==> config.mk <==
export PLATFORM = sky130hd
export DESIGN_NAME = abpw_queue
export DESIGN_NICKNAME = d
export VERILOG_FILES = /design/src/design/abpw_pkg.sv /design/src/design/abpw_queue.sv
export SDC_FILE = /design/constraint.sdc
export NUM_CORES = 1
export LEC_CHECK = 0
export ABC_AREA = 1
export BUFFER_PORTS_ARGS = -buffer_cell sky130_fd_sc_hd__buf_2
export CORE_MARGIN = 4
export CORE_UTILIZATION = 52
export DETAILED_ROUTE_END_ITERATION = 7
export GPL_TIMING_DRIVEN = 0
export PLACE_DENSITY_LB_ADDON = 0.2
export SETUP_SLACK_MARGIN = 0.02
export SLEW_MARGIN = 30
export SYNTH_ARGS = -nofsm -noshare
export SYNTH_HDL_FRONTEND = slang
export SYNTH_SLANG_ARGS = --single-unit
==> constraint.sdc <==
create_clock -name clk -period 2.3 [get_ports clk]
set_clock_uncertainty 0.15 [all_clocks]
set_input_delay 0.46 -clock clk [delete_from_list [all_inputs] [get_ports clk]]
set_output_delay 0.46 -clock clk [all_outputs]
set_load 0.005 [all_outputs]
==> src/design/abpw_pkg.sv <==
// Shared types and constants for the alpha blend pixel writer.
package abpw_pkg;

    localparam int DEF_MAX_WIDTH  = 256;
    localparam int DEF_MAX_HEIGHT = 256;

    // Frame registers are 9 bits, so row * width + column needs 18 bits.
    localparam int DIM_W = 9;
    localparam int IDX_W = 2 * DIM_W;
    localparam int OUT_IDX_W = 16;

    localparam int QUEUE_DEPTH = 4;
    localparam int QPTR_W = $clog2(QUEUE_DEPTH);

    localparam logic [DIM_W-1:0] FRAME_DIM_RESET = 9'd256;

    // Configuration register indexes
    localparam logic CFG_FRAME_WIDTH  = 1'b0;
    localparam logic CFG_FRAME_HEIGHT = 1'b1;

    localparam logic [7:0] ALPHA_CLEAR  = 8'h00;
    localparam logic [7:0] ALPHA_OPAQUE = 8'hFF;

    typedef enum logic [1:0] {
        ST_OPAQUE = 2'd0,
        ST_BLEND  = 2'd1,
        ST_SKIP   = 2'd2,
        ST_OOB    = 2'd3
    } status_t;

    typedef struct packed {
        logic [7:0]         alpha;
        logic [7:0]         blue;
        logic [7:0]         green;
        logic [7:0]         red;
        logic signed [15:0] pos_y;
        logic signed [15:0] pos_x;
    } pix_in_t;

    typedef struct packed {
        status_t            status;
        logic [IDX_W-1:0]   idx;
        logic [7:0]         red;
        logic [7:0]         green;
        logic [7:0]         blue;
        logic [7:0]         alpha;
    } cmd_t;

endpackage

==> src/design/abpw_queue.sv <==
// Short command queue between the front end and the store engine.
module abpw_queue (
    input  logic            clk,
    input  logic            rst_n,
    input  logic            push,
    input  abpw_pkg::cmd_t  push_data,
    output logic            full,
    input  logic            pop,
    output logic            head_valid,
    output abpw_pkg::cmd_t  head
);
    import abpw_pkg::*;

    cmd_t              entry_reg [QUEUE_DEPTH];
    logic [QPTR_W-1:0] wr_ptr_reg;
    logic [QPTR_W-1:0] rd_ptr_reg;
    logic [QPTR_W:0]   count_reg;

    assign full       = (count_reg == (QPTR_W+1)'(QUEUE_DEPTH));
    assign head_valid = (count_reg != '0);
    assign head       = entry_reg[rd_ptr_reg];

    always_ff @(posedge clk or negedge rst_n)
    begin
        if (!rst_n)
        begin
            wr_ptr_reg <= '0;
            rd_ptr_reg <= '0;
            count_reg  <= '0;
        end
        else
        begin
            if (push)
                wr_ptr_reg <= wr_ptr_reg + 1'b1;
            if (pop)
                rd_ptr_reg <= rd_ptr_reg + 1'b1;
            if (push && !pop)
                count_reg <= count_reg + 1'b1;
            else if (pop && !push)
                count_reg <= count_reg - 1'b1;
        end
    end

    always_ff @(posedge clk)
    begin
        if (push)
            entry_reg[wr_ptr_reg] <= push_data;
    end

endmodule

==> results summary <==
In the final routed layout, each cell accounts on average for 17.9 um. The final period utilization came out at 100%. The synthesized design devotes to its leading area cell type 72.5% of total area. The insertion delay to the later sink of the worst-skew pair came out at 0.49 ns.

The die covers 0.0187 sq mm. 110 I/O pins were placed. The via count of the first global-routing pass came out at 5,596. The global route total overflow came out at 0.

The maximum vdd ir drop came out at 0.739 mV. The count of buffers inserted at the top-level ports is 109. The total clock sinks is 215. The synthesized netlist devotes 0.959% of its cell area to adder and majority cells.

Measured against its own limit, the worst slew margin works out to 56.0%. The clock-pin slew of the registers on the worst-case setup and hold paths is 0.06 ns. The maximum achievable frequency is 434 MHz. The initial antenna violation count is 2. The wire length of the first global-routing pass is 28.7 mm.

After floorplanning, the core was sized to cover 0.0161 sq mm. For the pin with the worst max-slew slack, the measured transition is 0.656 ns. The delay of the slowest critical-path stage came out at 0.44 ns. The largest net degree at the start of global routing is 25. The total routing usage reported by global routing came out at 19.8%. The via density per instance came out at 5.25. The analysis attributes to cell leakage a power of 0.00429 uW. The least setup slack across all paths after layout came out at -0.00677 ns.

Counting every instance in the synthesized netlist gives 655. The worst setup path is captured at an output pin. The largest fanout on the critical path is 10. In this run the core area contains 46 standard-cell rows. The relative area change from synthesis to final layout is 22.4%. The number of nets in the synthesized netlist is 717. The count of TritonRoute iterations in the first routing pass came out at 5.

Setup violations remaining at the end of the flow were counted as 2. Of the total synthesized cell area, the portion taken by XOR and XNOR cells is 0.407%. The share of total power dissipated in sequential elements is 39.1%. The root buffer selected by CTS is sky130_fd_sc_hd__clkbuf_16. The initial standard-cell utilization of the core came out at 53.6%. The simple-gate portion of the synthesized area is 7.64%.

The DRC violation count after routing came out at 0. The final-stage net count is 861. CTS built an H-tree with a depth of 1. The number of hold violations in the final report came out at 0. The number of buffers between clock root and the deepest sink came out at 3. In this run, CTS created clock tree buffers numbering 22. The worst path buffer plus inverter count came out at 3.

The iteration-0 DRC count of the detailed router came out at 265. The switching part of the total came out at 32.9%. The checks that failed: setup timing. By area the synthesized netlist is led by sky130_fd_sc_hd__edfxtp_1 (73%), sky130_fd_sc_hd__o211ai_1 (9.1%), sky130_fd_sc_hd__nand2_1 (7.4%), sky130_fd_sc_hd__inv_1 (5.0%), sky130_fd_sc_hd__dfrtp_1 (2.0%). Of all cell types, the one taking the most synthesized area is sky130_fd_sc_hd__edfxtp_1. The critical path's top delay family is buffers and inverters. Measured along the x axis, the die boundary spans 137 um. Counting flops with a built-in enable in the synthesized netlist gives 208. In the synthesized netlist the dominant register cell turns out to be sky130_fd_sc_hd__edfxtp_1. The number of different library cells in the post-synthesis netlist came out at 18. Data on the critical path is required at its endpoint by 1.69 ns. The kind of start point of the critical path is a flop.

The path class of the tightest hold or removal check is in2reg. The time the final worst path needs with I/O delays and setup is 2.31 ns. In this run the cell area of the synthesized design comes to 0.00861 sq mm. The register bit count reported by yosys is 215.

The tool flagged a number of max-cap violations equal to 0. Among all cell types in the netlist, the one instantiated most often is sky130_fd_sc_hd__edfxtp_1. Of all flip-flops after synthesis, the portion carrying an async set or reset was 3.26%. Setup repair after global routing could not meet its margin everywhere. The clock share of power is 24.3%. The final weighted congestion in routability-driven placement is 0.752. During synthesis, Yosys emitted a total of 0 warnings. The via count is 5,405. The wire-length estimate of the detail-placed layout is 11.8 mm.

Walking the worst path, the cells encountered are buf_12, buf_4, o211ai_1, nand2_1, buf_2. The run finished, with violations left. TritonCTS built the clock tree. The net switching power came out at 4480 uW.

The flip-flop count of the largest register, all copies and words added is 208. The internal power summed over all cells came out at 9160 uW. The sum of routed wire length over all layers came out at 18.4 mm. Sorting the synthesized cells by how often they occur yields sky130_fd_sc_hd__edfxtp_1 (208), sky130_fd_sc_hd__nand2_1 (170), sky130_fd_sc_hd__inv_1 (115). The setup path with the least slack is of type reg2out. A synthesized cell averages 13.1 sq um.

The worst setup slack before clock tree synthesis came out at -0.0520 ns. The share of the yosys chip area belonging to registers is 74.6%. The number of nets with antenna violations after routing is 0. The number of diodes added for antenna fixing came out at 0. For this design the ratio of total power to cell area is 1290 mW/mm^2.

The part of the power in combinational logic is 36.6%. The final-layout setup total negative slack came out at -0.0129 ns. The critical path data arrival time came out at 1.70 ns. The die is 137 um tall. For this design, the slowest cell found on the critical path is sky130_fd_sc_hd__dfrtp_2. The final max-slew violation count came to 0. The post-synthesis mux area share came out at 0%. In the final layout, the share of cells above drive strength 1 is 23.1%. After synthesis, the largest family of logic cells by area is compound AO/OA/AOI/OAI gates. Summing the areas of all compound-gate instances in the mapped netlist gives 9.12% of the synthesized area.
-- cell usage in the layout, fill, tap and decap left out, types with 3 or more instances in the layout --
cell type,synthesis,final
sky130_fd_sc_hd__buf_2,26,110
sky130_fd_sc_hd__clkinvlp_4,0,4
sky130_fd_sc_hd__dfrtp_1,7,6
sky130_fd_sc_hd__ha_1,5,5
sky130_fd_sc_hd__clkinv_1,0,4
sky130_fd_sc_hd__buf_12,0,4
sky130_fd_sc_hd__o211ai_1,104,104
sky130_fd_sc_hd__edfxtp_1,208,208
sky130_fd_sc_hd__inv_1,115,111
sky130_fd_sc_hd__clkbuf_16,0,23
sky130_fd_sc_hd__buf_4,8,9
sky130_fd_sc_hd__buf_16,0,6
sky130_fd_sc_hd__buf_6,0,19
sky130_fd_sc_hd__xor2_1,3,3
sky130_fd_sc_hd__clkinv_2,0,4
sky130_fd_sc_hd__buf_8,0,4
sky130_fd_sc_hd__clkbuf_1,1,7
sky130_fd_sc_hd__nand2_1,170,170
-- through the flow --
step | total power (uW) | utilization (%) | instances | area (sq um) | hold slack, ns
2_1_floorplan | 7950 | - | 655 | 8630 | 0.0144
3_3_place_gp | 9700 | 58.8 | 980 | 9440 | 0.156
3_5_place_dp | 10000 | 60.1 | 988 | 9650 | 0.164
4_1_cts | 13700 | 65.3 | 1029 | 10500 | 0.0160
5_1_grt | 14500 | 65.7 | 1030 | 10500 | 0.00964
6_report | 13600 | 65.7 | 1030 | 10500 | 0.0301
-- worst register-to-register path: stages (launching register included) --
cell	delay, ns
sky130_fd_sc_hd__dfrtp_1	0.42
sky130_fd_sc_hd__ha_1	0.21
sky130_fd_sc_hd__nand2_1	0.10
sky130_fd_sc_hd__clkinvlp_4	0.46
sky130_fd_sc_hd__buf_16	0.36
sky130_fd_sc_hd__buf_16	0.18
-- metal layers --
| layer | part of all wire, % | vias up | GRT usage, % |
|---|---|---|---|
| li1 | - | 2568 | - |
| met1 | 40 | 2613 | 25.6 |
| met2 | 50 | 178 | 34.3 |
| met3 | 7.5 | 42 | 4.08 |
| met4 | 2.0 | 4 | 5.49 |
| met5 | 0.076 | - | 0 |
-- power groups by stage --
stage | combinational, uW | sequential [uW] | clock [uW]
2_1_floorplan | 2580 | 5370 | 0
3_3_place_gp | 4300 | 5410 | 0
3_5_place_dp | 4630 | 5400 | 0
5_1_grt | 5540 | 5390 | 3550
6_report | 4990 | 5340 | 3320
4_1_cts | 4970 | 5330 | 3370
-- area by class of cell --
class | count | area (sq um)
inverter | 116 | 458
clock inverter | 9 | 65.1
tap | 216 | 270
multi-input combinational | 289 | 1560
sequential | 215 | 6420
timing repair buffer | 119 | 768
timing repair inverter | 1 | 5.00
clock buffer | 30 | 612
buffer | 35 | 383
fill | 1153 | 5510
-- worst paths after layout --
kind                                            from                          to  slack (ns)  cells past startpoint
max                        rd_ptr_reg[0]$_DFFE_PN0P_                    head[18]      -0.007                      5
min                                    push_data[16]  entry_reg[0][16]$_DFFE_PP_        0.03                      1
max reg2reg                wr_ptr_reg[0]$_DFFE_PN0P_  entry_reg[3][30]$_DFFE_PP_        0.17                      5
min reg2reg                 count_reg[2]$_DFFE_PN0P_    count_reg[2]$_DFFE_PN0P_        0.35                      2
max in group asynchronous                      rst_n   rd_ptr_reg[0]$_DFFE_PN0P_        1.63                      2
min in group asynchronous                      rst_n    count_reg[1]$_DFFE_PN0P_        0.19                      2
-- repair_timing --
item	4_1_cts	5_1_grt
gates cloned	0	1
setup endpoints to repair	52	70
setup buffers	1	0
gates resized for setup	46	16
pin swaps	9	48
hold buffers	1	0
hold endpoints to repair	7	0
-- kinds of logic after synthesis --
kind of cell / count (synthesis)
AO/OA/AOI/OAI: 105
XOR/XNOR: 4
adder cells (fa/ha/maj): 6
buffers and inverters: 151
flip-flops: 215
AND/OR/NAND/NOR: 174
No activity file was read; power rests on OpenSTA's default activity.
