[src/design/abpw_pkg.sv]
// Shared types and constants for the alpha blend pixel writer.
package abpw_pkg;

    localparam int DEF_MAX_WIDTH  = 256;
    localparam int DEF_MAX_HEIGHT = 256;

    // Frame registers are 9 bits, so row * width + column needs 18 bits.
    localparam int DIM_W = 9;
    localparam int IDX_W = 2 * DIM_W;
    localparam int OUT_IDX_W = 16;

    localparam int QUEUE_DEPTH = 4;
    localparam int QPTR_W = $clog2(QUEUE_DEPTH);

    localparam logic [DIM_W-1:0] FRAME_DIM_RESET = 9'd256;

    // Configuration register indexes
    localparam logic CFG_FRAME_WIDTH  = 1'b0;
    localparam logic CFG_FRAME_HEIGHT = 1'b1;

    localparam logic [7:0] ALPHA_CLEAR  = 8'h00;
    localparam logic [7:0] ALPHA_OPAQUE = 8'hFF;

    typedef enum logic [1:0] {
        ST_OPAQUE = 2'd0,
        ST_BLEND  = 2'd1,
        ST_SKIP   = 2'd2,
        ST_OOB    = 2'd3
    } status_t;

    typedef struct packed {
        logic [7:0]         alpha;
        logic [7:0]         blue;
        logic [7:0]         green;
        logic [7:0]         red;
        logic signed [15:0] pos_y;
        logic signed [15:0] pos_x;
    } pix_in_t;

    typedef struct packed {
        status_t            status;
        logic [IDX_W-1:0]   idx;
        logic [7:0]         red;
        logic [7:0]         green;
        logic [7:0]         blue;
        logic [7:0]         alpha;
    } cmd_t;

endpackage

[src/design/abpw_front.sv]
// Front end: config registers, input beat capture, bounds check and index.
module abpw_front #(
    parameter int MAX_WIDTH  = abpw_pkg::DEF_MAX_WIDTH,
    parameter int MAX_HEIGHT = abpw_pkg::DEF_MAX_HEIGHT
) (
    input  logic                            clk,
    input  logic                            rst_n,
    input  logic                            cfg_valid,
    output logic                            cfg_ready,
    input  logic                            cfg_index,
    input  logic [abpw_pkg::DIM_W-1:0]      cfg_data,
    input  logic                            in_valid,
    output logic                            in_ready,
    input  abpw_pkg::pix_in_t               in_data,
    input  logic                            clear_busy,
    output logic                            push,
    output abpw_pkg::cmd_t                  push_data,
    input  logic                            q_full
);
    import abpw_pkg::*;

    localparam logic [DIM_W-1:0] W_CLAMP =
        DIM_W'((MAX_WIDTH > 511) ? 511 : MAX_WIDTH);
    localparam logic [DIM_W-1:0] H_CLAMP =
        DIM_W'((MAX_HEIGHT > 511) ? 511 : MAX_HEIGHT);

    logic [DIM_W-1:0] frame_width_reg;
    logic [DIM_W-1:0] frame_height_reg;
    logic             stage_valid_reg;
    pix_in_t          stage_reg;

    logic [DIM_W-1:0] act_w;
    logic [DIM_W-1:0] act_h;
    logic             oob;
    logic [IDX_W-1:0] idx;
    logic             accept;

    assign cfg_ready = 1'b1;
    assign push      = stage_valid_reg && !q_full;
    assign in_ready  = !clear_busy && (!stage_valid_reg || !q_full);
    assign accept    = in_valid && in_ready;

    assign act_w = (frame_width_reg > W_CLAMP) ? W_CLAMP : frame_width_reg;
    assign act_h = (frame_height_reg > H_CLAMP) ? H_CLAMP : frame_height_reg;

    always_comb
    begin
        oob = stage_reg.pos_x[15] || stage_reg.pos_y[15]
            || (stage_reg.pos_x[14:0] >= {6'b0, act_w})
            || (stage_reg.pos_y[14:0] >= {6'b0, act_h});
        idx = IDX_W'(stage_reg.pos_y[DIM_W-1:0]) * IDX_W'(act_w)
            + IDX_W'(stage_reg.pos_x[DIM_W-1:0]);

        push_data.red   = stage_reg.red;
        push_data.green = stage_reg.green;
        push_data.blue  = stage_reg.blue;
        push_data.alpha = stage_reg.alpha;
        push_data.idx   = oob ? '0 : idx;
        priority if (oob)
            push_data.status = ST_OOB;
        else if (stage_reg.alpha == ALPHA_CLEAR)
            push_data.status = ST_SKIP;
        else if (stage_reg.alpha == ALPHA_OPAQUE)
            push_data.status = ST_OPAQUE;
        else
            push_data.status = ST_BLEND;
    end

    always_ff @(posedge clk or negedge rst_n)
    begin
        if (!rst_n)
        begin
            frame_width_reg  <= FRAME_DIM_RESET;
            frame_height_reg <= FRAME_DIM_RESET;
            stage_valid_reg  <= 1'b0;
        end
        else
        begin
            if (cfg_valid && cfg_ready)
            begin
                unique case (cfg_index)
                    CFG_FRAME_WIDTH:  frame_width_reg  <= cfg_data;
                    CFG_FRAME_HEIGHT: frame_height_reg <= cfg_data;
                    default:          frame_width_reg  <= frame_width_reg;
                endcase
            end
            if (accept)
                stage_valid_reg <= 1'b1;
            else if (push)
                stage_valid_reg <= 1'b0;
        end
    end

    // Payload: no reset needed
    always_ff @(posedge clk)
    begin
        if (accept)
            stage_reg <= in_data;
    end

endmodule

[config.mk]
export PLATFORM = sky130hd
export DESIGN_NAME = abpw_front
export DESIGN_NICKNAME = d
export VERILOG_FILES = /design/src/design/abpw_pkg.sv /design/src/design/abpw_front.sv
export SDC_FILE = /design/constraint.sdc
export NUM_CORES = 1
export LEC_CHECK = 0
export BUFFER_PORTS_ARGS = -buffer_cell sky130_fd_sc_hd__buf_2
export CAP_MARGIN = 10
export CORE_ASPECT_RATIO = 1.5
export CORE_MARGIN = 2
export CORE_UTILIZATION = 56
export CTS_CLUSTER_SIZE = 40
export DETAILED_ROUTE_END_ITERATION = 10
export PLACE_DENSITY = 0.8
export RECOVER_POWER = 50
export SLEW_MARGIN = 20
export SYNTH_ARGS = -nofsm -noshare
export SYNTH_HDL_FRONTEND = slang
export SYNTH_SLANG_ARGS = --single-unit
[constraint.sdc]
create_clock -name clk -period 6.7 [get_ports clk]
set_input_delay 1.005 -clock clk [delete_from_list [all_inputs] [get_ports clk]]
set_output_delay 1.005 -clock clk [all_outputs]
set_load 0.01 [all_outputs]
==> flow_summary.ini, run 1 <==
[placement]
dpl_cell_area_um2 = 7227
post-dp-hpwl_um = 11040
port_buffers = 133
routabilityCongestion = 0.8997

[grt]
first_global_vias = 4977
grt_antenna_before_repair = 0
global_route.usage.total_pct = 22.55
grt_start_max_net_pins = 66
grt_first_pass_wirelength_um = 22510
global_route.overflow_total = 0

[yosys]
synth_compound_gate_area_share_pct = 6.478
syn-instance-count = 608
combinational_family_with_the_most_area_after_synthesis = adder cells
synth_enable_flop_cells = 64
post_synth_num_cell_types = 50
post_synth_xor_area_fraction_pct = 1.851
netlist_top_cells_area = sky130_fd_sc_hd__edfxtp_1, sky130_fd_sc_hd__fa_1, sky130_fd_sc_hd__ha_1
syn_area_um2 = 6625
ys_dominant_reg_cell = sky130_fd_sc_hd__edfxtp_1
area_share_of_the_largest_cell_type_after_synthesis_pct = 29.01
asyncSetResetFlopFracSynth_pct = 22.89
synth_fa_ha_area_share_pct = 30.03
synth-warning-count = 0
postSynthNetCount = 814
synth.largest_area_cell = sky130_fd_sc_hd__edfxtp_1
synthSimpleGateAreaFrac_pct = 12.73
synth_seq_cells = 83
syn-mean-instance-area_um2 = 10.90
muxShareOfSynthArea_pct = 3.041
synth_seq_area_share_pct = 36.22

[clock_network]
clock_latency_ns = 0.34
h-tree-depth = 3
cts_tree = done
cts.root.buffer_cell = sky130_fd_sc_hd__clkbuf_16
cts_buffers = 9
cts_buffer_depth = 2
clock_sinks = 83
clkSlewWorstSetupHoldPaths_ns = 0.06
hold_buf_cts = 0

[routing]
detailed_router_iteration_count_before_antenna_repair = 4
remaining_drc_errors = 0
routed_via_density = 5.303
num_vias = 4651
antenna_left = 0
detailedRoute.firstIterationViolations = 171
finalWirelength_um = 13700
route.detailed.wl_per_inst_um = 15.62

[floorplanning]
floorplan.die_area_um2 = 12730
fp-row-count = 48
die_h_um = 137.2
ioPinCount = 135
core_area_um2 = 11530
initial_utilization_pct = 57.45
die_w_um = 92.81

[pwr]
p_int_w = 0.001637
power_switching_share_pct = 41.56
power.leakage_nw = 3.711
pwr_density_cell_nw_per_um2 = 362.3
clock_power_share_pct = 16.1
power_frac_seq_pct = 22.2
power.net_switching_w = 0.001164
combinationalPowerShare_pct = 61.7
largest_voltage_drop_on_the_vdd_net_mv = 0.2367

[timing]
report.final.hold_viol_count = 0
final_min_period_over_clock_period_pct = 97.29
setup_viol_count_final = 0
slew_headroom_pct = 34.72
period_minus_slack_ns = 6.519
setup_total_negative_slack_ns = 0
report.final.slew_viol_count = 0
timing_worst_slew_pin_value_ns = 0.9793
fin_worst_skew_ns = 0.004718
fmax_mhz = 153.4

[final_layout]
drive_above_1_share_pct = 26.82
antennaDiodeCount = 0
final_cell_area_um2 = 7732
fillers = 886
num-nets-final = 928
areaGrowthSynthToFinish_pct = 16.71

[setup_path]
cp.required_ns = 5.69
cpMostUsedCell = sky130_fd_sc_hd__fa_1
worst_setup_path_end_kind = primary output
max_stage_delay_ns = 0.54
critical-path-slowest-cell = sky130_fd_sc_hd__fa_1
start_kind = flip-flop
worstPathCellList = buf_6 > nor2b_4 > nand2_2 > fa_1 > inv_1 > fa_1 > inv_1 > fa_1 > inv_1 > fa_1 > inv_1 > fa_1 > inv_2 > ha_4 > a2111o_1 > o21a_4 > a311oi_2 > xor2_1 > nor2_1 > buf_2
arrival_time_at_the_worst_endpoint_ns = 5.51
timing_worst_setup_path_type = flip-flop to primary output
critical_path_peak_fanout = 8

[job]
cap_viol_max_count = 0

[hold_path]
min-delay-path-class = flip-flop to flip-flop

[outcome]
outcome = finished clean
[path summary, 6_finish.rpt]
| check | startpoint | endpoint | slack (ns) | cells after the start |
|---|---|---|---|---|
| worst max-delay path | frame_width_reg[8]$_DFFE_PN1P_ | push_data[47] | 0.18 | 20 |
| worst min-delay path | stage_valid_reg$_DFFE_PN0P_ | stage_valid_reg$_DFFE_PN0P_ | 0.50 | 1 |
| worst max register to register | stage_valid_reg$_DFFE_PN0P_ | push_data[3]$_DFFE_PP_ | 4.98 | 3 |
| worst min register to register | stage_valid_reg$_DFFE_PN0P_ | stage_valid_reg$_DFFE_PN0P_ | 0.50 | 1 |
| max in group asynchronous | rst_n | frame_height_reg[1]$_DFFE_PN0P_ | 5.30 | 1 |
| min in group asynchronous | rst_n | stage_valid_reg$_DFFE_PN0P_ | 0.80 | 1 |
[placed cells by master (no fill, tap or decap), drive strengths merged, types with 5 or more instances in the layout]
cell type    n
ha          71
clkbuf      27
nor4         8
nand2       63
xor2         6
clkinv       5
a21o         9
mux2        17
and2        39
buf        135
nand4        6
xnor2        8
inv         86
a21oi       17
o21ai       10
nor2        27
nor2b       14
dfrtp       17
fa          55
edfxtp      64
[timing repair]
| item | 4_1_cts | 5_1_grt |
|---|---|---|
| buffers inserted | 5 | 6 |
| pin swaps | 0 | 18 |
| setup endpoints to repair | 6 | 7 |
| resized for setup | 17 | 20 |
[area by class of cell]
type / count / area, um2 / area share [%]
multi-input combinational: 391 / 3737 / 48.33
clock inverter: 7 / 50.05 / 0.6472
inverter: 84 / 315.3 / 4.078
tap: 150 / 187.7 / 2.427
sequential: 83 / 2404 / 31.08
clock buffer: 9 / 225.2 / 2.913
timing repair buffer: 153 / 813.3 / 10.52
[stage by stage]
step	setup WS, ns	instances	hold slack, ns	util, %	power (W)
after floorplan	0.5308	608	0.4645	-	0.001791
after global placement	0.2378	850	0.4748	62.67	0.002034
after detailed placement	0.009504	850	0.4823	62.67	0.002102
after CTS	0.04145	871	0.4962	65.93	0.002615
after global routing	-0.03667	877	0.5145	67.06	0.003046
final	0.1813	877	0.4995	67.06	0.002802
[power groups by stage]
stage                     clock (W)  sequential, W  combinational [W]
after detailed placement          0       0.000630            0.00147
final                      0.000451       0.000622            0.00173
after global placement            0       0.000628            0.00141
after floorplan                   0       0.000620            0.00117
after CTS                  0.000457       0.000621            0.00154
after global routing       0.000477       0.000626            0.00194
[metal layers]
metal	vias up	track usage [%]	part of all wire, %	wire length [um]
li1	2216	-	-	-
met3	40	3.118	3.9	540
met2	148	42.79	54	7459
met1	2247	24.69	38	5156
met4	0	10.21	3.9	539
met5	-	0	0	0
[cells by family (layout without fill, tap and decap cells)]
group           Yosys count  count (layout)
other cells               1               1
flops                    83              83
mux                      18              18
xor+xnor                 14              14
buf+inv                 134             253
fa+ha+maj               126             126
compound gates           63              63
simple gates            169             169
[Yosys cell counts, types with 2 or more instances]
library cell,instances
sky130_fd_sc_hd__nand4_1,6
sky130_fd_sc_hd__nand3_1,2
sky130_fd_sc_hd__a211oi_1,2
sky130_fd_sc_hd__inv_1,83
sky130_fd_sc_hd__buf_4,33
sky130_fd_sc_hd__edfxtp_1,64
sky130_fd_sc_hd__o21a_1,4
sky130_fd_sc_hd__nor4_1,8
sky130_fd_sc_hd__clkbuf_1,11
sky130_fd_sc_hd__xnor2_1,8
sky130_fd_sc_hd__a21oi_1,17
sky130_fd_sc_hd__a31oi_1,3
sky130_fd_sc_hd__a21o_1,9
sky130_fd_sc_hd__nor3_1,2
sky130_fd_sc_hd__nor2b_1,14
sky130_fd_sc_hd__dfstp_2,2
sky130_fd_sc_hd__nor2_1,27
sky130_fd_sc_hd__nand2b_1,4
sky130_fd_sc_hd__nand2_1,63
sky130_fd_sc_hd__mux2_2,17
sky130_fd_sc_hd__o21ai_0,10
sky130_fd_sc_hd__ha_1,71
sky130_fd_sc_hd__o211ai_1,2
sky130_fd_sc_hd__and2_1,39
sky130_fd_sc_hd__fa_1,55
sky130_fd_sc_hd__xor2_1,6
sky130_fd_sc_hd__a211oi_2,2
sky130_fd_sc_hd__dfrtp_1,17
sky130_fd_sc_hd__o21bai_1,3
sky130_fd_sc_hd__buf_1,4
[critical path, delay by kind of cell (launching register included)]
kind | cells | cell delay [ns]
buffers and inverters | 7 | 0.55
adders and majority gates | 6 | 2.64
DFF | 1 | 0.53
and+or+nand+nor | 3 | 0.29
xor gates and xnor gates | 1 | 0.17
AOI/OAI and AO/OA | 3 | 1.01
No activity file was read; power rests on OpenSTA's default activity.
==> run 2, diff against run 1 <==
CORE_UTILIZATION = 45   (was 56)
PLACE_DENSITY = 0.66   (was 0.8)
SETUP_SLACK_MARGIN = 0.4   (was unset)
clock period = 8 ns   (was 6.7 ns; I/O delays follow)
==> run 2 against run 1 <==
Count of clock-buffer cells in the layout unchanged. First-iteration DRC count decreased by 18%. Combinational power decreased by 28%. Critical path depth decreased by 2. Worst hold slack about the same.
==> flow_summary.ini, run 2 (synthesis gave the netlist of run 1 again) <==
[final_layout]
final_cell_area_um2 = 7491
areaGrowthSynthToFinish_pct = 13.07
layout_common_cells = sky130_fd_sc_hd__buf_2, sky130_fd_sc_hd__inv_1, sky130_fd_sc_hd__ha_1, sky130_fd_sc_hd__edfxtp_1, sky130_fd_sc_hd__nand2_1
fillers = 1366
mostFrequentLayoutCell = sky130_fd_sc_hd__buf_2
antennaDiodeCount = 0
post_layout_nonfiller_instances = 904
drive_above_1_share_pct = 22.46
num-nets-final = 909

[floorplanning]
die_h_um = 152.6
initial_utilization_pct = 45.82
core_area_um2 = 14460
floorplan.die_area_um2 = 15730
ioPinCount = 135
die_w_um = 103.1
fp-row-count = 54

[clock_network]
clkSlewWorstSetupHoldPaths_ns = 0.06
clock_sinks = 83
cts_buffers = 9
cts.repair_timing.setup_buffer_count = 0
cts_tree = done
hold_buf_cts = 0
h-tree-depth = 3
cts.root.buffer_cell = sky130_fd_sc_hd__clkbuf_16
clock_latency_ns = 0.33
cts_buffer_depth = 2

[setup_path]
max_stage_delay_ns = 0.60
regToRegSetupSlack_ns = 6.27
worstReg2RegStart = stage_valid_reg$_DFFE_PN0P_
worst_setup_path_startpoint = frame_width_reg[8]$_DFFE_PN1P_
arrival_time_at_the_worst_endpoint_ns = 6.15
timing_worst_setup_path_type = flip-flop to primary output
reg2reg_depth = 3
critical_path_peak_fanout = 18
worst_setup_path_end_kind = primary output
cpMostUsedCell = sky130_fd_sc_hd__fa_1
start_kind = flip-flop
worstPathCellList = nor2b_1 > nand2_1 > fa_1 > inv_1 > fa_1 > fa_1 > fa_1 > inv_1 > fa_1 > inv_1 > ha_1 > a2111oi_0 > a21oi_1 > o21a_1 > a311oi_1 > xor2_1 > nor2_1 > buf_2
cp.required_ns = 6.80
cp_capture_point = push_data[47]
critical-path-slowest-cell = sky130_fd_sc_hd__a2111oi_0
ff_to_ff_end = stage_reg[30]$_DFFE_PP_

[placement]
dpl_cell_area_um2 = 7224
placed_cells = 888
port_buffers = 133
post-dp-hpwl_um = 11140
routabilityCongestion = 0.8653

[routing]
route.detailed.wl_per_inst_um = 14.67
routed_via_density = 5.015
top_layer_used = met4
remaining_drc_errors = 0
finalWirelength_um = 13260
detailedRoute.firstIterationViolations = 141
detailed_router_iteration_count_before_antenna_repair = 4
wl_met3_um = 597
detailed_routed_wire_length_on_met2_um = 7276
drt-met1-wl_um = 4981
antenna_left = 0
num_vias = 4534

[timing]
final_min_period_over_clock_period_pct = 91.90
period_minus_slack_ns = 7.352
unrepaired_setup_endpoints_after_global_routing = no
setup_total_negative_slack_ns = 0
report.final.slew_viol_count = 0
fmax_mhz = 136.0
setup_viol_count_final = 0
fin_worst_skew_ns = 0.005219
report.final.hold_viol_count = 0
timing_worst_slew_pin_value_ns = 1.014
slew_headroom_pct = 32.41

[grt]
grt_start_max_net_pins = 66
global_route.overflow_total = 0
global_route.usage.total_pct = 17.47
first_global_vias = 4976
grt_antenna_before_repair = 0
grt_first_pass_wirelength_um = 22000

[outcome]
outcome = finished clean

[job]
cap_viol_max_count = 0

[hold_path]
holdPathStages = 1
holdCritStartpoint = frame_width_reg[5]$_DFFE_PN0P_
min-delay-path-class = flip-flop to flip-flop

[pwr]
largest_voltage_drop_on_the_vdd_net_mv = 0.1714
design_power_total_w = 0.002137
pwr_density_cell_nw_per_um2 = 285.3
power.leakage_nw = 3.575
run 2: worst min-delay path by stage:
stage and endpoint:
2_1_floorplan stage_valid_reg$_DFFE_PN0P_, 3_3_place_gp stage_valid_reg$_DFFE_PN0P_, 3_5_place_dp frame_width_reg[3]$_DFFE_PN0P_, 4_1_cts frame_width_reg[3]$_DFFE_PN0P_, 5_1_grt frame_width_reg[7]$_DFFE_PN0P_, 6_report frame_width_reg[5]$_DFFE_PN0P_
run 2: layout make-up:
class	count	area, um2	share of cell area, %
clock buffer	9	225.2	3.007
sequential	83	2400	32.04
timing repair buffer	134	648.1	8.652
clock inverter	7	51.30	0.6848
tap	196	245.2	3.274
multi-input combinational	391	3606	48.14
inverter	84	315.3	4.209
run 2: power breakdown:
part / internal (W) / switching [W] / leakage, nW / total [W]
registers: 0.000499 / 0.0000216 / 0.817 / 0.000521
clock network: 0.000213 / 0.000167 / 0.140 / 0.000379
logic: 0.000527 / 0.000711 / 2.62 / 0.00124
run 2: layer usage:
| layer | GRT usage [%] | vias to the layer above |
|---|---|---|
| met5 | 0 | - |
| met4 | 8.020 | 0 |
| met3 | 2.706 | 30 |
| met2 | 32.62 | 131 |
| met1 | 18.54 | 2194 |
| li1 | - | 2179 |
run 2: worst max-delay path: cells and delay by family, from the launching register on:
kind	cells	cell delay, ns
adders and majority gates	6	2.87
AOI/OAI and AO/OA	4	1.29
and+or+nand+nor	3	0.74
DFF	1	0.47
buffers and inverters	4	0.28
xor gates and xnor gates	1	0.17
run 2: repair_timing:
| item | 4_1_cts | 5_1_grt |
|---|---|---|
| hold endpoints to repair | 0 | 0 |
| resized for setup | 0 | 6 |
| setup endpoints to repair | 0 | 2 |
run 2: per-stage QoR:
step,hold slack [ns],util (%),setup WS (ns)
after detailed placement,0.4888,49.97,1.046
after global placement,0.4796,49.97,1.367
final,0.4995,51.81,0.6479
after CTS,0.5027,51.88,0.6808
after floorplan,0.4645,-,1.636
after global routing,0.5180,51.81,0.4022
==> run 3, diff against run 2 <==
BUFFER_PORTS_ARGS = -buffer_cell sky130_fd_sc_hd__buf_4   (was -buffer_cell sky130_fd_sc_hd__buf_2)
CORE_MARGIN = unset   (was 2)
==> run 3 against run 2 <==
Count of clock-buffer cells in the layout is the same. Combinational power is essentially flat. Flip-flop and latch count is the same. Die area shrank 3.2%. Cell count is the same. Non-clock buffer count is the same. Worst hold slack gained 0.0011 ns. Global-route usage grew 0.66 points. Utilization grew 2.0 points. Critical path depth is the same.
==> flow_summary.ini, run 3 (synthesis gave the netlist of run 1 again) <==
[timing]
fmax_mhz = 137.2
setup_total_negative_slack_ns = 0
report.final.hold_viol_count = 0
hold_slack_ns = 0.5006
fin_worst_skew_ns = 0.006534
report.final.slew_viol_count = 0
period_minus_slack_ns = 7.290
timing_worst_slew_pin_value_ns = 0.9997
slew_headroom_pct = 33.36
setup_viol_count_final = 0
final_min_period_over_clock_period_pct = 91.12
unrepaired_setup_endpoints_after_global_routing = no

[grt]
global_route.usage.total_pct = 18.14
first_global_vias = 4619
grt_antenna_before_repair = 0
grt_start_max_net_pins = 66
grt.met2_usage_pct = 34.22
m3_gr_usage_pct = 3.064
global_route.peak_usage_layer = met2
global_route.overflow_total = 0
grt_first_pass_wirelength_um = 21140
met1_usage_pct = 19.02

[setup_path]
worst_setup_path_end_kind = primary output
critical_path_peak_fanout = 18
timing_worst_setup_path_type = flip-flop to primary output
cp.required_ns = 6.80
start_kind = flip-flop
reg2reg_depth = 3
worstReg2RegStart = stage_valid_reg$_DFFE_PN0P_
ff_to_ff_end = stage_reg[14]$_DFFE_PP_
regToRegSetupSlack_ns = 6.27
arrival_time_at_the_worst_endpoint_ns = 6.09

[clock_network]
cts_tree = done
cts.root.buffer_cell = sky130_fd_sc_hd__clkbuf_16
cts_buffers = 9
h-tree-depth = 3
hold_buf_cts = 0
ctsResizeCount = 0
clock_latency_ns = 0.33
clock_sinks = 83
clkSlewWorstSetupHoldPaths_ns = 0.06
cts_buffer_depth = 2
cts.repair_timing.setup_buffer_count = 0

[floorplanning]
floorplan.die_area_um2 = 15220
initial_utilization_pct = 45.82
core_area_um2 = 14460
ioPinCount = 135
die_w_um = 101.1
fp-row-count = 54
die_h_um = 150.6

[routing]
remaining_drc_errors = 0
detailed_router_iteration_count_before_antenna_repair = 4
route.detailed.wl_per_inst_um = 14.48
antenna_left = 0
finalWirelength_um = 13090
num_vias = 4478
routed_via_density = 4.954
detailedRoute.firstIterationViolations = 141

[hold_path]
worstHoldEndpoint = stage_valid_reg$_DFFE_PN0P_
holdPathStages = 1
holdCritStartpoint = stage_valid_reg$_DFFE_PN0P_
min-delay-path-class = flip-flop to flip-flop

[pwr]
combinationalPowerShare_pct = 58.1
pwr_density_cell_nw_per_um2 = 274.8
power_switching_share_pct = 41.69
largest_voltage_drop_on_the_vdd_net_mv = 0.2292
clock_power_share_pct = 17.5
power.leakage_nw = 3.652
p_int_w = 0.001247
power_frac_seq_pct = 24.4
power.net_switching_w = 0.0008915

[final_layout]
drive_above_1_share_pct = 23.02
num-nets-final = 909
areaGrowthSynthToFinish_pct = 17.47
post_layout_nonfiller_instances = 904
antennaDiodeCount = 0
area.sequential_um2 = 2400
layout_common_cells = sky130_fd_sc_hd__inv_1, sky130_fd_sc_hd__ha_1, sky130_fd_sc_hd__clkbuf_4, sky130_fd_sc_hd__edfxtp_1, sky130_fd_sc_hd__nand2_1
layout.core_utilization_pct = 53.82
mostFrequentLayoutCell = sky130_fd_sc_hd__inv_1
fillers = 1328
total_area_of_multi_input_combinational_cells_um2 = 3608

[job]
cap_viol_max_count = 0

[placement]
port_buffers = 133
routabilityCongestion = 0.8681
post-dp-hpwl_um = 11050
placed_cells = 888

[outcome]
outcome = finished clean
[run 3: power by group through the flow]
stage | combinational [W] | clock, W | sequential, W
after floorplan | 0.000981 | 0 | 0.000519
after global placement | 0.00120 | 0 | 0.000529
after detailed placement | 0.00124 | 0 | 0.000530
after CTS | 0.00125 | 0.000383 | 0.000521
after global routing | 0.00142 | 0.000398 | 0.000525
final | 0.00124 | 0.000375 | 0.000522
[run 3: worst max path at each step]
stage	slack [ns]	from	to
CTS	0.67	frame_width_reg[8]$_DFFE_PN1P_	push_data[45]
finish	0.71	frame_width_reg[8]$_DFFE_PN1P_	push_data[45]
global placement	1.35	frame_width_reg[8]$_DFFE_PN1P_	push_data[45]
global route	0.40	frame_width_reg[8]$_DFFE_PN1P_	push_data[47]
detailed placement	1.03	frame_width_reg[8]$_DFFE_PN1P_	push_data[45]
floorplan	1.64	frame_width_reg[8]$_DFFE_PN1P_	push_data[45]
[run 3: layer usage]
layer,share of wire [%],wire [um],up-vias
met5,0,0,-
met4,3.5,457,0
met3,3.9,504,33
met2,55,7148,124
met1,38,4980,2139
li1,-,-,2182
[run 3: area by class of cell]
type / instances / share of cell area, %
Sequential cell: 83 / 30.84
Timing Repair Buffer: 134 / 12.06
Multi-Input combinational cell: 391 / 46.37
Clock buffer: 9 / 2.894
Inverter: 84 / 4.051
Clock inverter: 7 / 0.6431
Tap cell: 196 / 3.151
[run 3: metrics by stage]
stage	total power [W]	area (um2)	setup WS [ns]
after global placement	0.001731	7557	1.345
after detailed placement	0.001767	7557	1.031
after CTS	0.002150	7833	0.6695
after floorplan	0.001500	6625	1.636
after global routing	0.002344	7782	0.4016
final	0.002138	7782	0.7104
[run 3: worst max-delay path, cell delays in order (launching register included)]
cell and delay [ns]:
sky130_fd_sc_hd__dfstp_2 0.47, sky130_fd_sc_hd__nor2b_1 0.49, sky130_fd_sc_hd__nand2_1 0.15, sky130_fd_sc_hd__fa_1 0.52, sky130_fd_sc_hd__inv_1 0.05, sky130_fd_sc_hd__fa_1 0.51
sky130_fd_sc_hd__fa_1 0.44, sky130_fd_sc_hd__fa_1 0.55, sky130_fd_sc_hd__inv_1 0.05, sky130_fd_sc_hd__fa_1 0.49, sky130_fd_sc_hd__inv_1 0.04, sky130_fd_sc_hd__ha_1 0.37
sky130_fd_sc_hd__a2111oi_0 0.58, sky130_fd_sc_hd__a21oi_1 0.12, sky130_fd_sc_hd__o21a_1 0.19, sky130_fd_sc_hd__a221oi_1 0.35, sky130_fd_sc_hd__xor2_1 0.17, sky130_fd_sc_hd__nor2_1 0.05
sky130_fd_sc_hd__buf_4 0.15
